$ cat src/sv/spq_pkg.sv
// Package for the stable priority queue: request and response structs,
// the stored entry type, the per-cell command, and status and opcode constants.
// Depends on nothing.
package spq_pkg;

  localparam int SPQ_DEPTH = 16;

  localparam logic       OP_ENQ = 1'b0;
  localparam logic       OP_DEQ = 1'b1;

  localparam logic [1:0] ST_ENQ   = 2'd0;
  localparam logic [1:0] ST_DEQ   = 2'd1;
  localparam logic [1:0] ST_EMPTY = 2'd2;
  localparam logic [1:0] ST_FULL  = 2'd3;

  typedef struct packed {
    logic        op;
    logic [15:0] proc_id;
    logic [6:0]  priority_req;
  } spq_req_t;

  typedef struct packed {
    logic [1:0]  status;
    logic [15:0] out_id;
    logic [6:0]  out_priority;
    logic [4:0]  occupancy;
  } spq_rsp_t;

  typedef struct packed {
    logic [15:0] id;
    logic [6:0]  prio;
  } spq_entry_t;

  typedef struct packed {
    logic       enq;
    logic       deq;
    spq_entry_t ent;
  } spq_cmd_t;

endpackage

$ cat src/sv/spq_cell.sv
// One cell of the insertion queue: holds a single entry and moves it toward
// or away from the front on a broadcast command. Depends on spq_pkg.
module spq_cell (
  input  logic               clk,
  input  spq_pkg::spq_cmd_t  cmd,
  input  logic               occ,
  input  logic               prev_keep,
  input  spq_pkg::spq_entry_t prev_ent,
  input  spq_pkg::spq_entry_t next_ent,
  output logic               keep,
  output spq_pkg::spq_entry_t ent
);
  import spq_pkg::*;

  spq_entry_t ent_r;
  spq_entry_t ent_nxt;

  // A cell keeps its entry when it holds one that ranks at or above the new one.
  assign keep = occ && (ent_r.prio >= cmd.ent.prio);
  assign ent  = ent_r;

  always_comb begin
    ent_nxt = ent_r;
    if (cmd.enq) begin
      if (!keep) begin
        ent_nxt = prev_keep ? cmd.ent : prev_ent;
      end
    end else if (cmd.deq) begin
      ent_nxt = next_ent;
    end
  end

  always_ff @(posedge clk) begin
    ent_r <= ent_nxt;
  end

endmodule

$ cat src/sv/stable_priority_queue_unit.sv
// Top level of the stable priority queue: a row of spq_cell instances, the
// occupancy counter and the response register. Depends on spq_pkg and spq_cell.
//
// Usage: each request on the in_ channel is one command, enqueue or dequeue.
// An enqueue places its entry behind every stored entry of equal or higher
// priority, so equal priorities leave in arrival order. A dequeue returns the
// front entry. Every request yields exactly one response on the out_ channel
// carrying a status, the dequeued entry (zero otherwise) and the occupancy.
// An enqueue into a full queue and a dequeue from an empty one change nothing.
// out_valid rises in the cycle after acceptance. While in_stall is low, one
// request is accepted every cycle: all cells compare against the broadcast
// priority at once and shift by one place in the same cycle. When the receiver
// stalls, the response register holds its value and in_stall is raised until
// the response is taken. Reset empties the queue and drops any pending response;
// cell contents are not cleared, since only occupied cells are ever read.
module stable_priority_queue_unit #(
  parameter int QUEUE_DEPTH = spq_pkg::SPQ_DEPTH
) (
  input  logic              clk,
  input  logic              rst_n,
  input  logic              in_valid,
  output logic              in_stall,
  input  spq_pkg::spq_req_t in_req,
  output logic              out_valid,
  input  logic              out_stall,
  output spq_pkg::spq_rsp_t out_rsp
);
  import spq_pkg::*;

  localparam int CW = $clog2(QUEUE_DEPTH + 1);

  logic [CW-1:0]    cnt_r;
  logic [CW-1:0]    cnt_nxt;
  logic             out_valid_r;
  logic             out_valid_nxt;
  spq_rsp_t         out_rsp_r;
  spq_rsp_t         out_rsp_nxt;
  logic             accept;
  logic             full;
  logic             empty;
  spq_cmd_t         cmd;
  logic             keep  [QUEUE_DEPTH];
  spq_entry_t       ents  [QUEUE_DEPTH];

  assign in_stall  = out_valid_r && out_stall;
  assign accept    = in_valid && !in_stall;
  assign full      = (cnt_r == CW'(QUEUE_DEPTH));
  assign empty     = (cnt_r == '0);
  assign out_valid = out_valid_r;
  assign out_rsp   = out_rsp_r;

  assign cmd.enq      = accept && (in_req.op == OP_ENQ) && !full;
  assign cmd.deq      = accept && (in_req.op == OP_DEQ) && !empty;
  assign cmd.ent.id   = in_req.proc_id;
  assign cmd.ent.prio = in_req.priority_req;

  for (genvar i = 0; i < QUEUE_DEPTH; i++) begin : g_cell
    localparam logic [CW-1:0] IDX = CW'(i);
    logic       occ;
    logic       prev_keep;
    spq_entry_t prev_ent;
    spq_entry_t next_ent;

    assign occ = (IDX < cnt_r);

    if (i == 0) begin : g_first
      assign prev_keep = 1'b1;
      assign prev_ent  = cmd.ent;
    end else begin : g_mid
      assign prev_keep = keep[i-1];
      assign prev_ent  = ents[i-1];
    end

    if (i == QUEUE_DEPTH - 1) begin : g_last
      assign next_ent = ents[i];
    end else begin : g_inner
      assign next_ent = ents[i+1];
    end

    spq_cell u_cell (
      .clk       (clk),
      .cmd       (cmd),
      .occ       (occ),
      .prev_keep (prev_keep),
      .prev_ent  (prev_ent),
      .next_ent  (next_ent),
      .keep      (keep[i]),
      .ent       (ents[i])
    );
  end

  always_comb begin
    cnt_nxt = cnt_r;
    if (cmd.enq) begin
      cnt_nxt = cnt_r + CW'(1);
    end else if (cmd.deq) begin
      cnt_nxt = cnt_r - CW'(1);
    end

    out_rsp_nxt.out_id       = '0;
    out_rsp_nxt.out_priority = '0;
    if (in_req.op == OP_ENQ) begin
      out_rsp_nxt.status = full ? ST_FULL : ST_ENQ;
    end else if (empty) begin
      out_rsp_nxt.status = ST_EMPTY;
    end else begin
      out_rsp_nxt.status       = ST_DEQ;
      out_rsp_nxt.out_id       = ents[0].id;
      out_rsp_nxt.out_priority = ents[0].prio;
    end
    out_rsp_nxt.occupancy = 5'(cnt_nxt);

    out_valid_nxt = accept || in_stall;
  end

  always_ff @(posedge clk) begin
    if (!rst_n) begin
      cnt_r       <= '0;
      out_valid_r <= 1'b0;
    end else begin
      cnt_r       <= cnt_nxt;
      out_valid_r <= out_valid_nxt;
    end
    if (accept) begin
      out_rsp_r <= out_rsp_nxt;
    end
  end

endmodule

$ cat config.mk
export PLATFORM = sky130hd
export DESIGN_NAME = stable_priority_queue_unit
export DESIGN_NICKNAME = d
export VERILOG_FILES = /design/src/sv/spq_pkg.sv /design/src/sv/spq_cell.sv /design/src/sv/stable_priority_queue_unit.sv
export SDC_FILE = /design/constraint.sdc
export NUM_CORES = 1
export LEC_CHECK = 0
export BUFFER_PORTS_ARGS = -buffer_cell sky130_fd_sc_hd__buf_2
export CORE_ASPECT_RATIO = 0.75
export CORE_MARGIN = 3
export CORE_UTILIZATION = 50
export DETAILED_ROUTE_END_ITERATION = 10
export PLACE_DENSITY = 0.66
export SYNTH_ARGS = -nofsm -noshare
export SYNTH_HDL_FRONTEND = slang
export SYNTH_HIERARCHICAL = 1
export SYNTH_SLANG_ARGS = --single-unit
$ cat constraint.sdc
create_clock -name clk -period 7.59 [get_ports clk]
set_input_delay 2.277 -clock clk [delete_from_list [all_inputs] [get_ports clk]]
set_output_delay 2.277 -clock clk [all_outputs]
set_load 0.005 [all_outputs]
==> flow_summary.ini <==
[global_routing]
grt_pass1_vias = 16800
grt_max_degree = 259
grt-ovfl-total = 0
grt_pass1_wl_mm = 84.7
antenna_found_initial = 0
track_usage_pct = 20.3

[critical_path]
arrival_ps = 2640
startpoint_type = input pin
critPathKind = in2out
r2r_end = g_cell[13].u_cell/ent[11]
cp.required_ps = 5310
crit_end = in_stall
worst-path-max-fanout = 2
endpoint_kind = output port
r2r-start = cnt_r[0]
rrSetupSlack_ps = 4000
worstSetupStartpoint = out_stall
reg2reg_depth = 7

[power_and_ir_drop]
leakage_nw = 9.50
ir_drop_mv = 0.166
p_per_area_nw_per_um2 = 228

[clocking]
ctsResizeCount = 0
cts.sinks = 404
cts_tree = built
path_clk_slew_ps = 60
cts_max_level = 2
ctsRootBufferMaster = clkbuf_16
clockBufferDepth = 3
cts_made_buffers = 44
clock_latency_ps = 580
cts_setup_buffers = 0
cts_hold_buffers = 0

[cells_and_area]
n_antenna_cell = 0
synthToLayoutAreaGrowth_pct = 9.64
nets = 2299
drive_above_1_share_pct = 11.3

[floorplanning]
core-area_um2 = 46500
start_util_pct = 51.1
fp-row-count = 68
io_pins = 60
fp.dieW_um = 258
dieArea_um2 = 50100
dieHeight_um = 195

[timing]
finalCriticalPeriod_ps = 4910
setup_viol = 0
worstMarginPinSlew_ps = 969
finalHoldViolCount = 0
finalWorstSetupSlack_ps = 2680
post-route-period-util_pct = 64.7
slew_headroom_pct = 35.4
drv_slew = 0
fmax_mhz = 204
rsz0062_at_grt = no
setup_tns_ps = 0
fin_worst_skew_ps = 28.4

[placed_design]
gp_congestion = 0.775
port_buffers = 59
dp_hpwl_mm = 35.6
dp_slack_ps = 2520

[synth]
avgSynthCellArea_um2 = 11.0
syn_area_um2 = 23700
synth_nets = 2292
syn_inst = 2149
yosysWarningCount = 6

[detailed_routing]
dr.pass1.iters = 5
drt-initial-drc-count = 1088
wl_per_cell_um = 18.0
viasPerCell = 5.72
detail-route-antenna-nets = 0
drc = 0
via_count = 16100
routed_wirelength_mm = 50.8

[min_path]
worst_hold_path_type = reg2reg
hold_depth = 1

[outcome]
status = completed

[run]
drv_cap = 0
==> power by group <==
part	switching (mW)	internal, mW
combinational	0.572	0.364
sequential	0.122	2.73
clock	0.917	1.23
total	1.61	4.33
==> sequential cells by signal, summed over array words and instances, names as in the netlist <==
name	cells
out_valid	1
g_cell.u_cell/ent	368
cnt_r	5
out_rsp	30
==> through the flow <==
step           instances  power (mW)  hold slack (ps)  utilization [%]  instance area [µm²]
2_1_floorplan       2149        3.55              547                -                23700
4_1_cts             2822        6.00              586             56.0                26000
6_report            2822        5.94              582             56.0                26000
3_5_place_dp        2740        3.84              568             52.9                24600
3_3_place_gp        2740        3.79              569             52.9                24600
5_1_grt             2822        6.22              617             56.0                26000
==> cell type report <==
class                   instances  area [µm²]
flip-flops and latches        404       12100
well taps                     630         788
clock buffers                  51        1150
inverters                     120         450
repair buffers                100         641
fillers                      3989       20400
clock inverters                31         285
multi-input cells            1486       10600
==> worst max-delay path: stages <==
cell,delay (ps)
buf_2,100
and2_1,130
buf_2,120
==> layout by cell type, fill, tap and decap left out, types with 17 or more instances in the layout <==
cell and instances:
clkbuf_16 45, edfxtp_1 398, mux2i_1 370, buf_2 59
a21oi_1 374, nor2_1 407, and3_1 23, and2_1 17
nand3_1 19, inv_1 120, buf_4 38, o21a_1 17
clkinv_2 17, ha_1 115
==> how the worst min path moves through the flow <==
stage / endpoint / startpoint / slack, ps
finish: out_rsp[14] / g_cell[0].u_cell/ent[9] / 580
global route: out_rsp[25] / g_cell[0].u_cell/ent[20] / 620
CTS: out_rsp[14] / g_cell[0].u_cell/ent[9] / 590
detailed placement: out_rsp[12] / g_cell[0].u_cell/ent[7] / 570
global placement: out_rsp[25] / g_cell[0].u_cell/ent[20] / 570
floorplan: out_rsp[14] / g_cell[0].u_cell/ent[9] / 550
==> metal layers <==
| metal | up-vias | wire length (µm) | GRT usage (%) |
|---|---|---|---|
| met3 | 68 | 1670 | 2.70 |
| met2 | 233 | 24200 | 34.0 |
| met1 | 8007 | 24000 | 27.8 |
| li1 | 7834 | - | - |
| met4 | 0 | 960 | 5.51 |
| met5 | - | 0 | 0 |
Note: power is estimated with default switching activity, not from simulation.
